## src/design/rfid_reader_register_model_top_assert.svh

```systemverilog
// Assertion macros for the register model block.
// Each macro takes a label, the clock, the reset, a condition and a check.
`ifndef RFID_READER_REGISTER_MODEL_TOP_ASSERT_SVH
`define RFID_READER_REGISTER_MODEL_TOP_ASSERT_SVH

`ifndef SYNTHESIS

// Same-cycle implication.
`define RRM_ASSERT_IMP(lbl, clk, rst, ante, cons) \
  lbl: assert property (@(posedge clk) disable iff (rst) (ante) |-> (cons)) \
    else $error("same-cycle check failed");

// Next-cycle implication.
`define RRM_ASSERT_NXT(lbl, clk, rst, ante, cons) \
  lbl: assert property (@(posedge clk) disable iff (rst) (ante) |=> (cons)) \
    else $error("next-cycle check failed");

`else

`define RRM_ASSERT_IMP(lbl, clk, rst, ante, cons)

`define RRM_ASSERT_NXT(lbl, clk, rst, ante, cons)

`endif

`endif

```

## src/design/rrm_pkg.sv

```systemverilog
`default_nettype none

package rrm_pkg;

  // FIFO geometry
  localparam int FIFO_DEPTH = 64;
  localparam int FIFO_IDX_W = $clog2(FIFO_DEPTH);
  localparam int FIFO_PTR_W = $clog2(FIFO_DEPTH + 1);

  // low FIFO entries kept in flops so a card answer can load them at once
  localparam int HEAD_N  = 5;
  localparam int HEAD_IW = $clog2(HEAD_N);

  localparam int REG_AW = 6;
  localparam int REG_N  = 1 << REG_AW;

  // register numbers
  localparam logic [REG_AW-1:0] R_COMMAND   = 6'h01;
  localparam logic [REG_AW-1:0] R_COMIRQ    = 6'h04;
  localparam logic [REG_AW-1:0] R_FIFODATA  = 6'h09;
  localparam logic [REG_AW-1:0] R_FIFOLEVEL = 6'h0A;
  localparam logic [REG_AW-1:0] R_CONTROL   = 6'h0C;
  localparam logic [REG_AW-1:0] R_BITFRAME  = 6'h0D;
  localparam logic [REG_AW-1:0] R_VERSION   = 6'h37;

  // command codes
  localparam logic [3:0] CMD_XCHG    = 4'hC;
  localparam logic [3:0] CMD_RESTART = 4'hF;

  // card frames
  localparam logic [7:0] FRAME_REQ     = 8'h26;
  localparam logic [7:0] FRAME_SELECT  = 8'h93;
  localparam logic [7:0] ATQA_LO       = 8'h44;
  localparam logic [7:0] ATQA_HI       = 8'h00;
  localparam int         ATQA_LEN      = 2;
  localparam int         UID_LEN       = 5;

  localparam logic [7:0] IRQ_TIMER   = 8'h01;
  localparam logic [7:0] IRQ_RX_IDLE = 8'h30;
  localparam logic [7:0] VERSION_RST = 8'h92;

  typedef struct packed {
    logic              en;
    logic [REG_AW-1:0] addr;
    logic [7:0]        data;
  } rf_wr_t;

  typedef struct packed {
    logic                  push;
    logic [FIFO_IDX_W-1:0] widx;
    logic [7:0]            wdata;
    logic                  load_atqa;
    logic                  load_uid;
    logic [31:0]           uid;
  } fifo_ctl_t;

endpackage

`default_nettype wire

```

## src/design/rrm_if.sv

```systemverilog
`default_nettype none

interface rrm_req_if;
  logic        valid;
  logic        ready;
  logic        frame_valid;
  logic [7:0]  address_byte;
  logic [7:0]  write_data;
  logic        card_present;
  logic [31:0] card_uid;

  modport source (output valid, frame_valid, address_byte, write_data, card_present,
                  card_uid, input ready);
  modport sink (input valid, frame_valid, address_byte, write_data, card_present,
                card_uid, output ready);
endinterface

interface rrm_rsp_if;
  logic       valid;
  logic       ready;
  logic [7:0] read_data;

  modport source (output valid, read_data, input ready);
  modport sink (input valid, read_data, output ready);
endinterface

`default_nettype wire

```

## src/design/rrm_regfile.sv

```systemverilog
`default_nettype none

module rrm_regfile (
  input  wire logic                      clk,
  input  wire logic                      rst,
  input  wire rrm_pkg::rf_wr_t           wr,
  input  wire logic                      clr,
  input  wire logic [rrm_pkg::REG_AW-1:0] rd_addr,
  input  wire logic [rrm_pkg::REG_AW-1:0] cur_addr,
  output logic      [7:0]                rd_data
);
  import rrm_pkg::*;

  logic [7:0]       mem [REG_N];
  logic [REG_N-1:0] vld;
  logic [7:0]       rd_q;

  always_ff @(posedge clk) begin
    if (wr.en) begin
      mem[wr.addr] <= wr.data;
    end
    // prefetch for the beat in the stage next cycle, bypassing this cycle's write
    if (wr.en && wr.addr == rd_addr) begin
      rd_q <= wr.data;
    end else begin
      rd_q <= mem[rd_addr];
    end
  end

  always_ff @(posedge clk) begin
    if (rst || clr) begin
      vld <= '0;
    end else if (wr.en) begin
      vld[wr.addr] <= 1'b1;
    end
  end

  // unwritten entries read as their reset value
  always_comb begin
    if (vld[cur_addr]) begin
      rd_data = rd_q;
    end else if (cur_addr == R_VERSION) begin
      rd_data = VERSION_RST;
    end else begin
      rd_data = '0;
    end
  end

endmodule

`default_nettype wire

```

## src/design/rrm_fifo.sv

```systemverilog
`default_nettype none

module rrm_fifo (
  input  wire logic                          clk,
  input  wire rrm_pkg::fifo_ctl_t            ctl,
  input  wire logic [rrm_pkg::FIFO_IDX_W-1:0] rd_idx,
  input  wire logic [rrm_pkg::FIFO_IDX_W-1:0] rd_idx_next,
  output logic      [7:0]                    rd_data,
  output logic      [7:0]                    head0
);
  import rrm_pkg::*;

  localparam logic [FIFO_IDX_W-1:0] HEAD_LIM = FIFO_IDX_W'(HEAD_N);

  logic [7:0] mem  [FIFO_DEPTH];
  logic [7:0] head [HEAD_N];
  logic [7:0] mem_q;
  logic [7:0] bcc;

  assign bcc = ctl.uid[7:0] ^ ctl.uid[15:8] ^ ctl.uid[23:16] ^ ctl.uid[31:24];

  always_ff @(posedge clk) begin
    if (ctl.push) begin
      mem[ctl.widx] <= ctl.wdata;
    end
    if (ctl.push && ctl.widx == rd_idx_next) begin
      mem_q <= ctl.wdata;
    end else begin
      mem_q <= mem[rd_idx_next];
    end
  end

  always_ff @(posedge clk) begin
    if (ctl.load_atqa) begin
      head[0] <= ATQA_LO;
      head[1] <= ATQA_HI;
    end else if (ctl.load_uid) begin
      head[0] <= ctl.uid[7:0];
      head[1] <= ctl.uid[15:8];
      head[2] <= ctl.uid[23:16];
      head[3] <= ctl.uid[31:24];
      head[4] <= bcc;
    end else if (ctl.push && ctl.widx < HEAD_LIM) begin
      head[ctl.widx[HEAD_IW-1:0]] <= ctl.wdata;
    end
  end

  assign rd_data = (rd_idx < HEAD_LIM) ? head[rd_idx[HEAD_IW-1:0]] : mem_q;
  assign head0   = head[0];

endmodule

`default_nettype wire

```

## src/design/rfid_reader_register_model_top.sv

```systemverilog
`default_nettype none

// Register model of a contactless reader front end. Each request beat is one
// two-byte register access (address byte bit 7 = read, bits 6..1 = register)
// and yields exactly one response beat carrying read_data (zero for writes,
// invalid frames and pops from an empty FIFO). The block takes one beat per
// clock while the response side is not back-pressured: a beat enters the
// stage register, is resolved by combinational logic against the register
// file and FIFO, and then lands in the response register.
// Back-pressure on the response side holds one beat in the stage and one in
// the response register before request ready drops. Register 0x09 is the FIFO
// port (push on write, pop on read), 0x0A its level (bit 7 written flushes),
// command 0x0F is a soft reset that restores register defaults (version 0x37
// reads 0x92), and writing bit-framing 0x0D with bit 7 set in transceive runs
// a simulated card exchange using card_present and card_uid. There is no
// clearing pass after reset; the register file resets through valid bits.
module rfid_reader_register_model_top (
  input wire logic clk,
  input wire logic rst,
  rrm_req_if.sink   req,
  rrm_rsp_if.source rsp
);
  import rrm_pkg::*;

  localparam logic [FIFO_PTR_W-1:0] FIFO_FULL = FIFO_PTR_W'(FIFO_DEPTH);

  // stage register
  logic        s1_vld;
  logic        s1_frame;
  logic [7:0]  s1_addr;
  logic [7:0]  s1_wdata;
  logic        s1_present;
  logic [31:0] s1_uid;

  // control registers kept outside the register file
  logic [3:0]            cmd, cmd_next;
  logic [7:0]            irq, irq_next;
  logic [7:0]            lvl, lvl_next;
  logic [7:0]            ctl, ctl_next;
  logic [FIFO_PTR_W-1:0] wr_ptr, wr_ptr_next;
  logic [FIFO_PTR_W-1:0] rd_ptr, rd_ptr_next;
  logic [31:0]           uid_latch, uid_next;

  logic                  req_fire;
  logic                  s1_adv;
  logic                  out_free;
  logic                  act;
  logic [REG_AW-1:0]     s1_reg;
  logic [REG_AW-1:0]     rf_rd_addr;
  logic [7:0]            rf_data;
  logic [7:0]            fifo_data;
  logic [7:0]            fifo_head0;
  logic                  restart;
  logic [7:0]            result;
  rf_wr_t                rf_wr;
  fifo_ctl_t             fifo_ctl;

  assign out_free  = !rsp.valid || rsp.ready;
  assign s1_adv    = s1_vld && out_free;
  assign req.ready = !s1_vld || s1_adv;
  assign req_fire  = req.valid && req.ready;
  assign s1_reg    = s1_addr[REG_AW:1];
  assign act       = s1_adv && s1_frame;

  always_ff @(posedge clk) begin
    if (rst) begin
      s1_vld <= 1'b0;
    end else if (req_fire) begin
      s1_vld <= 1'b1;
    end else if (s1_adv) begin
      s1_vld <= 1'b0;
    end
  end

  always_ff @(posedge clk) begin
    if (req_fire) begin
      s1_frame   <= req.frame_valid;
      s1_addr    <= req.address_byte;
      s1_wdata   <= req.write_data;
      s1_present <= req.card_present;
      s1_uid     <= req.card_uid;
    end
  end

  // register file prefetch follows whichever beat sits in the stage next cycle
  assign rf_rd_addr = req_fire ? req.address_byte[REG_AW:1] : s1_reg;

  rrm_regfile u_regfile (
    .clk      (clk),
    .rst      (rst),
    .wr       (rf_wr),
    .clr      (restart),
    .rd_addr  (rf_rd_addr),
    .cur_addr (s1_reg),
    .rd_data  (rf_data)
  );

  rrm_fifo u_fifo (
    .clk         (clk),
    .ctl         (fifo_ctl),
    .rd_idx      (rd_ptr[FIFO_IDX_W-1:0]),
    .rd_idx_next (rd_ptr_next[FIFO_IDX_W-1:0]),
    .rd_data     (fifo_data),
    .head0       (fifo_head0)
  );

  always_comb begin
    cmd_next    = cmd;
    irq_next    = irq;
    lvl_next    = lvl;
    ctl_next    = ctl;
    wr_ptr_next = wr_ptr;
    rd_ptr_next = rd_ptr;
    uid_next    = uid_latch;
    restart     = 1'b0;
    result      = '0;
    rf_wr.en    = 1'b0;
    rf_wr.addr  = s1_reg;
    rf_wr.data  = s1_wdata;
    fifo_ctl.push      = 1'b0;
    fifo_ctl.widx      = wr_ptr[FIFO_IDX_W-1:0];
    fifo_ctl.wdata     = s1_wdata;
    fifo_ctl.load_atqa = 1'b0;
    fifo_ctl.load_uid  = 1'b0;
    fifo_ctl.uid       = uid_latch;

    if (act) begin
      if (s1_addr[7]) begin
        case (s1_reg)
          R_FIFODATA: begin
            if (rd_ptr < wr_ptr && rd_ptr < FIFO_FULL) begin
              result      = fifo_data;
              rd_ptr_next = rd_ptr + 1'b1;
              if (lvl != '0) begin
                lvl_next = lvl - 1'b1;
              end
            end
          end
          R_COMMAND:   result = {4'b0, cmd};
          R_COMIRQ:    result = irq;
          R_FIFOLEVEL: result = lvl;
          R_CONTROL:   result = ctl;
          default:     result = rf_data;
        endcase
      end else begin
        case (s1_reg)
          R_COMMAND: begin
            cmd_next = s1_wdata[3:0];
            if (s1_wdata[3:0] == CMD_RESTART) begin
              restart     = 1'b1;
              cmd_next    = '0;
              irq_next    = '0;
              lvl_next    = '0;
              ctl_next    = '0;
              wr_ptr_next = '0;
              rd_ptr_next = '0;
            end
          end
          R_FIFODATA: begin
            if (wr_ptr < FIFO_FULL) begin
              fifo_ctl.push = 1'b1;
              wr_ptr_next   = wr_ptr + 1'b1;
              lvl_next      = 8'(wr_ptr_next);
            end
          end
          R_FIFOLEVEL: begin
            if (s1_wdata[7]) begin
              wr_ptr_next = '0;
              rd_ptr_next = '0;
              lvl_next    = '0;
            end
          end
          R_COMIRQ:  irq_next = s1_wdata;
          R_CONTROL: ctl_next = s1_wdata;
          R_BITFRAME: begin
            rf_wr.en = 1'b1;
            // simulated card exchange
            if (s1_wdata[7] && cmd == CMD_XCHG) begin
              if (wr_ptr == '0) begin
                irq_next = irq | IRQ_TIMER;
              end else begin
                wr_ptr_next = '0;
                rd_ptr_next = '0;
                if (!s1_present) begin
                  irq_next = irq | IRQ_TIMER;
                end else if (fifo_head0 == FRAME_REQ) begin
                  fifo_ctl.load_atqa = 1'b1;
                  wr_ptr_next        = FIFO_PTR_W'(ATQA_LEN);
                  lvl_next           = 8'(ATQA_LEN);
                  ctl_next           = '0;
                  irq_next           = irq | IRQ_RX_IDLE;
                  uid_next           = s1_uid;
                end else if (fifo_head0 == FRAME_SELECT) begin
                  fifo_ctl.load_uid = 1'b1;
                  wr_ptr_next       = FIFO_PTR_W'(UID_LEN);
                  lvl_next          = 8'(UID_LEN);
                  ctl_next          = '0;
                  irq_next          = irq | IRQ_RX_IDLE;
                end else begin
                  irq_next = irq | IRQ_TIMER;
                end
              end
            end
          end
          default: rf_wr.en = 1'b1;
        endcase
      end
    end
  end

  always_ff @(posedge clk) begin
    if (rst) begin
      cmd       <= '0;
      irq       <= '0;
      lvl       <= '0;
      ctl       <= '0;
      wr_ptr    <= '0;
      rd_ptr    <= '0;
      uid_latch <= '0;
    end else begin
      cmd       <= cmd_next;
      irq       <= irq_next;
      lvl       <= lvl_next;
      ctl       <= ctl_next;
      wr_ptr    <= wr_ptr_next;
      rd_ptr    <= rd_ptr_next;
      uid_latch <= uid_next;
    end
  end

  // response register
  always_ff @(posedge clk) begin
    if (rst) begin
      rsp.valid <= 1'b0;
    end else if (s1_adv) begin
      rsp.valid <= 1'b1;
    end else if (rsp.ready) begin
      rsp.valid <= 1'b0;
    end
  end

  always_ff @(posedge clk) begin
    if (s1_adv) begin
      rsp.read_data <= result;
    end
  end

`include "rfid_reader_register_model_top_assert.svh"

  `RRM_ASSERT_IMP(a_ptr_order, clk, rst, 1'b1, rd_ptr <= wr_ptr)
  `RRM_ASSERT_IMP(a_ptr_bound, clk, rst, 1'b1, wr_ptr <= FIFO_FULL)
  `RRM_ASSERT_NXT(a_push_level, clk, rst, fifo_ctl.push, lvl == 8'(wr_ptr))
  `RRM_ASSERT_IMP(a_full_stall, clk, rst, s1_vld && rsp.valid && !rsp.ready, !req.ready)

endmodule

`default_nettype wire
```

## src/flat_wrapper.sv

```systemverilog
// flat-port wrapper written by rule: the top's interface ports become plain ports
module rfid_reader_register_model_top_flat import rrm_pkg::*;
  (clk, rst, req_valid, req_frame_valid, req_address_byte, req_write_data, req_card_present, req_card_uid, req_ready, rsp_valid, rsp_read_data, rsp_ready);
  rrm_req_if req_i ();
  rrm_rsp_if rsp_i ();
  input wire logic clk;
  input wire logic rst;
  input wire logic [$bits(req_i.valid)-1:0] req_valid;
  input wire logic [$bits(req_i.frame_valid)-1:0] req_frame_valid;
  input wire logic [$bits(req_i.address_byte)-1:0] req_address_byte;
  input wire logic [$bits(req_i.write_data)-1:0] req_write_data;
  input wire logic [$bits(req_i.card_present)-1:0] req_card_present;
  input wire logic [$bits(req_i.card_uid)-1:0] req_card_uid;
  output wire logic [$bits(req_i.ready)-1:0] req_ready;
  output wire logic [$bits(rsp_i.valid)-1:0] rsp_valid;
  output wire logic [$bits(rsp_i.read_data)-1:0] rsp_read_data;
  input wire logic [$bits(rsp_i.ready)-1:0] rsp_ready;
  assign req_i.valid = req_valid;
  assign req_i.frame_valid = req_frame_valid;
  assign req_i.address_byte = req_address_byte;
  assign req_i.write_data = req_write_data;
  assign req_i.card_present = req_card_present;
  assign req_i.card_uid = req_card_uid;
  assign req_ready = req_i.ready;
  assign rsp_valid = rsp_i.valid;
  assign rsp_read_data = rsp_i.read_data;
  assign rsp_i.ready = rsp_ready;
  rfid_reader_register_model_top u_core (.clk(clk), .rst(rst), .req(req_i), .rsp(rsp_i));
endmodule
```

## config.mk

```make
export PLATFORM = sky130hd
export DESIGN_NAME = rfid_reader_register_model_top_flat
export DESIGN_NICKNAME = d
export VERILOG_FILES = /design/src/design/rrm_pkg.sv /design/src/design/rrm_if.sv /design/src/design/rrm_regfile.sv /design/src/design/rrm_fifo.sv /design/src/design/rfid_reader_register_model_top.sv /design/src/flat_wrapper.sv
export VERILOG_INCLUDE_DIRS = /design/src /design/src/design
export SDC_FILE = /design/constraint.sdc
export NUM_CORES = 1
export LEC_CHECK = 0
export BUFFER_PORTS_ARGS = -buffer_cell sky130_fd_sc_hd__buf_2
export CORE_MARGIN = 2
export CORE_UTILIZATION = 40
export CTS_CLUSTER_DIAMETER = 150
export DETAILED_ROUTE_END_ITERATION = 8
export PLACE_DENSITY_LB_ADDON = 0.08
export SYNTH_ARGS = -nofsm -noshare
export SYNTH_HDL_FRONTEND = slang
export SYNTH_SLANG_ARGS = --single-unit
```

## constraint.sdc

```tcl
create_clock -name clk -period 11.1 [get_ports clk]
set_input_delay 1.11 -clock clk [delete_from_list [all_inputs] [get_ports clk]]
set_output_delay 1.11 -clock clk [all_outputs]
set_load 0.01 [all_outputs]
```

After elaboration in Yosys (flattened, before gate mapping) --
Memory sizes are Yosys's and may differ from the RTL's. A register that Yosys moved wholly into a read port is not among the register bits. Cells that the tools add are included.
Storage, ports and cells: register bits after elaboration 198, logic and storage cells 201, memories 3, input port bits 54, output and inout bits 10, RAM bits 1064
Cells by class: eq/ne operators 30, magnitude comparators 7, add/sub/neg operators 3, reductions and logical operators 33, bitwise logic cells 9, mux-type cells 97
Memories:
- u_core.u_fifo.mem | words 64, width 8, rd ports 1, clocked after Yosys merged registers in 1, wr ports 1, RTL line rrm_fifo.sv:15 | logic [7:0] mem [FIFO_DEPTH];
- u_core.u_regfile.mem | words 64, width 8, rd ports 1, clocked after Yosys merged registers in 1, wr ports 1, RTL line rrm_regfile.sv:14 | logic [7:0] mem [REG_N];
- u_core.u_fifo.head | words 5, width 8, rd ports 2, clocked after Yosys merged registers in 1, wr ports 5, RTL line rrm_fifo.sv:16 | logic [7:0] head [HEAD_N];
Operators by type and width (number):
- 8-bit two-way mux | 28
- 7-bit two-way mux | 14
- 64-bit bitwise OR | 1
- 8-bit one-hot mux with 3 select lines | 2
- 8-bit one-hot mux with 5 select lines | 1
- 1-bit two-way mux | 34
- 8-bit one-hot mux with 4 select lines | 1
- 8-bit AND reduction | 4
- 7-bit one-hot mux with 4 select lines | 1
- 6-bit by 4-bit equality test with 1-bit output, second input constant | 4
- 8-bit bitwise XOR | 3
- 7-bit one-hot mux with 3 select lines | 1
- 6-bit two-way mux | 3
- 3-bit by 1-bit != test with 1-bit output, second input constant | 6
- 7-bit by 1-bit adder with 7-bit output, second input constant | 2
- 7-bit < comparator, second input constant | 2
- 7-bit AND reduction | 2
- 6-bit by 3-bit < comparator with 1-bit output, second input constant | 2
- 2-bit two-way mux | 6
- 12-bit AND reduction | 1
- 2-bit by 1-bit != test with 1-bit output, second input constant | 5
- 3-bit two-way mux | 3
- 4-bit equality test, second input constant | 2
- 8-bit by 6-bit equality test with 1-bit output, second input constant | 1
- 30 further kinds | 50

Logic depth before layout (Yosys ltp) --
An unclocked memory read counts as a cell.
depth in word-level cells 15, depth in mapped cells 11

Hierarchy --
From an unflattened synthesis, not the netlist that was laid out.
Unflattened totals: cell total of the unflattened synthesis 2869, area, all modules 50935.1 um2
By module, submodules not included:
- rrm_fifo | instances 1, area each 22765.6 um2, cells an instance 1207
- rrm_regfile | instances 1, area each 22315.2 um2, cells an instance 1067
- rfid_reader_register_model_top | instances 1, area each 5854.4 um2, cells an instance 595

Worst setup path after synthesis --
No wires, ideal clock.
path kind register to register, from register u_core.s1_wdata[0], to register u_core.lvl[5], setup slack 7.250 ns, required time 10.981 ns, cell stages (with the launch flop) 9, path buffers 2, clock period less this slack 3.850 ns, arrival 3.731 ns, cells stage by stage edfxtp_1 > buf_2 > nand4_2 > and3_1 > nor4_2 > mux2_2 > o211ai_2 > buf_6 > o221a_2
On the way: word-level cells in the longest chain between the ends 3
RTL lines:
- start: declaration | RTL line rfid_reader_register_model_top.sv:31 | logic [7:0] s1_wdata;
- start signal: assignment | RTL line rfid_reader_register_model_top.sv:79 | s1_wdata <= req.write_data;
- 4-bit equality test | RTL line rfid_reader_register_model_top.sv:149 | if (s1_wdata[3:0] == CMD_RESTART) begin
- 3-bit by 1-bit != test with 1-bit output (no source line)
- 12-bit AND reduction (no source line)
- end signal: assignment | RTL line rfid_reader_register_model_top.sv:223 | lvl <= lvl_next;
- end: declaration | RTL line rfid_reader_register_model_top.sv:38 | logic [7:0] lvl, lvl_next;
Every way passes these cells. A chain may end at the register's enable or synchronous reset.

==> metrics.txt <==
Layout fillers 11000; CTS tree done; pins over their slew limit 0; cell depth of the worst flop-to-flop path 7; grt ovf 0; Clk pwr share 44.0%; Comb pwr share 3.4%; top-area cell type share of the netlist area 67.0%; asr flop ratio synth 0%; commonest non-fill, non-tap cell in the layout edfxtp_1; crit path max fanout 38; Die Y-Extent 362 µm; largest net degree at the start of global routing 141; vias in the first global route 27700; Psw 2130 µW; critical path data arrival time 5.14 ns; post_cts resized 0; max-cap viol count 0; overall via count from detail_route 26700; fin crit share 42.1%; # DRC 0; reg2reg setup slack 6.42 ns; Pwr Total 10200 µW; Worst R2R End u_core.rsp.read_data[2]; fmax 214 MHz; Yosys warnings 0; critical path type flop to flop; Flop pwr share 52.6%; Syn Inst Count 2819; Rows 131; Place WS 6.31 ns; # diodes 0; Power Internal 8050 µW; Required @ worst endpoint 11.56 ns; average wire per standard cell 27.9 µm; CP Capture Type flop; Detail Route Antenna Nets 0; dominant synthesized flop cell edfxtp_1; CTS Hold Buffers Added 0; complex-gate fraction of the synthesized area 5.65%; worst min path class flop to flop; final setup vio count 0; H-tree depth 4; # Post-CTS Setup Buffers 0; Synth Area in Adders 0.268%; most frequent cells in the layout 1145 x edfxtp_1, 278 x mux4_2, 198 x nor2_1; CP startpoint kind flop; Post-Synth Simple-Gate Area 4.87%; initial detailed-routing violation count 2408; fraction of layout cells with a size suffix above 1 21.3%; die area 0.131 mm²; largest family of logic cells by synthesized area multiplexers; Hold Vio Cnt, Final 0; initial antenna violation count 4; Sum Neg Setup Slack 0 ns; Cell variety after synth 91; Bufs on Longest Clock Path 3; Routed WL 132000 µm; clock slew at reported path FFs 0.06 ns; Mapped Area 0.0514 mm²; Tmin final 4.68 ns; I/O Pins 64; latest clock arrival within the worst-skew pair 0.75 ns; xor-xnor portion of the synthesized cell area 0.495%; starting density of the core 40.3%; CP endpoint u_core.rsp.read_data[2]; DP Wirelength 81700 µm; setup ws final 6.42 ns; mux contribution to synthesized area 14.0%; drt pass-1 iters 5; leakage power total 0.0180 µW; Core ar. 0.128 mm²; worst-margin pin slew 1.34 ns; Power per Cell Area 176 mW/mm²; routability cong. 0.835; Post-synth EDFFs 1145; status complete, no violations; Max VDD drop 0.152 mV; RSZ-0062 raised after global routing false; I/O Buffers 62; clock root buffer master clkbuf_16; clock skew 0.0217 ns; clock sink count 1297; fin nets 3018; total track usage 20.4%; first-pass GRT wire length 193000 µm; #FFs+latches synth 1297; area grow syn2layout 12.7%; Synth area leader edfxtp_1; largest cells by area after synthesis edfxtp_1 67%, mux4_2 12%, dfxtp_1 5.9%; Sw Ratio 20.9%; normalized max-slew margin 10.6%; total CTS buffers 140; vias per cell 5.64; Die Width 362 µm; mean area per synthesized cell 18.2 µm²; sequential fraction of the synthesis area 72.9%
[cells in the mapped netlist, types with 39 or more instances]
master and number:
mux4_2 278, mux2i_1 53, clkbuf_1 64, buf_2 52, nand2_1 139, nor2_1 201
a22oi_1 95, a21oi_1 106, o21a_1 61, edfxtp_1 1145, dfxtp_1 152, nand3_1 39
[routing by layer]
layer  share of wire [%]  global-route usage, %  vias to the layer above  wire (µm)
li1                    -                      -                    11600          -
met1                  43                   27.1                    14200      56800
met2                  50                   34.3                      646      66300
met3                 4.1                   3.13                      200       5430
met4                 2.7                   6.60                        0       3560
met5                   0                      0                        -          0
[sequential cells by signal, summed over array words and instances (netlist names), 32 cells and up, named ones only]
register              flops
u_core.u_fifo.mem       512
u_core.u_regfile.mem    512
u_core.u_fifo.head       64
u_core.u_regfile.vld     64
u_core.s1_uid            32
u_core.uid_latch         32
[worst min path at each step]
stage	startpoint	endpoint	slack, ns	depth (start not counted)
global route	u_core.u_regfile.vld[2]	u_core.u_regfile.vld[2]	0.47	1
CTS	req_write_data[6]	u_core.s1_wdata[6]	0.46	1
global placement	u_core.u_regfile.vld[1]	u_core.u_regfile.vld[1]	0.44	1
finish	u_core.u_regfile.vld[10]	u_core.u_regfile.vld[10]	0.46	1
detailed placement	u_core.u_regfile.vld[12]	u_core.u_regfile.vld[12]	0.44	1
floorplan	u_core.u_regfile.vld[10]	u_core.u_regfile.vld[10]	0.42	1
[cell families after synthesis]
logic type                 count (synthesis)
adders and majority gates                 11
muxes                                    361
xor gates and xnor gates                  29
DFF                                     1297
and+or+nand+nor                          529
AOI/OAI and AO/OA                        412
other                                      1
buffers and inverters                    179
[critical path, stage by stage, from the launching register on]
cell      delay, ns
dfxtp_4        0.72
buf_4          0.73
buf_4          0.70
mux4_2         0.59
a22oi_1        0.33
a21oi_1        0.27
nor4_1         0.79
o211ai_1       0.16
[through the flow]
stage	hold WS (ns)	util (%)	instance area [µm²]	instances
final	0.461	45.4	57900	4728
after global routing	0.471	45.4	57900	4728
after CTS	0.458	45.4	57900	4728
after detailed placement	0.445	41.9	53500	4473
after global placement	0.439	41.9	53500	4473
after floorplan	0.424	-	51500	2858
[area by class of cell]
class	count	area, µm²	area share [%]
clock buffer	190	3960	6.84
clock inverter	65	447	0.772
inverter	19	71.3	0.123
multi-input combinational	1382	13200	22.7
sequential	1297	37400	64.7
tap	1662	2080	3.59
timing repair buffer	113	718	1.24
[power by group through the flow]
| stage | Sequential [µW] | Combinational [µW] | Clock, µW |
|---|---|---|---|
| 5_1_grt | 5360 | 375 | 4770 |
| 3_5_place_dp | 5460 | 358 | 0 |
| 2_1_floorplan | 5480 | 190 | 0 |
| 6_report | 5350 | 351 | 4480 |
| 3_3_place_gp | 5460 | 350 | 0 |
| 4_1_cts | 5350 | 359 | 4590 |
No activity file was read; power rests on OpenSTA's default activity.
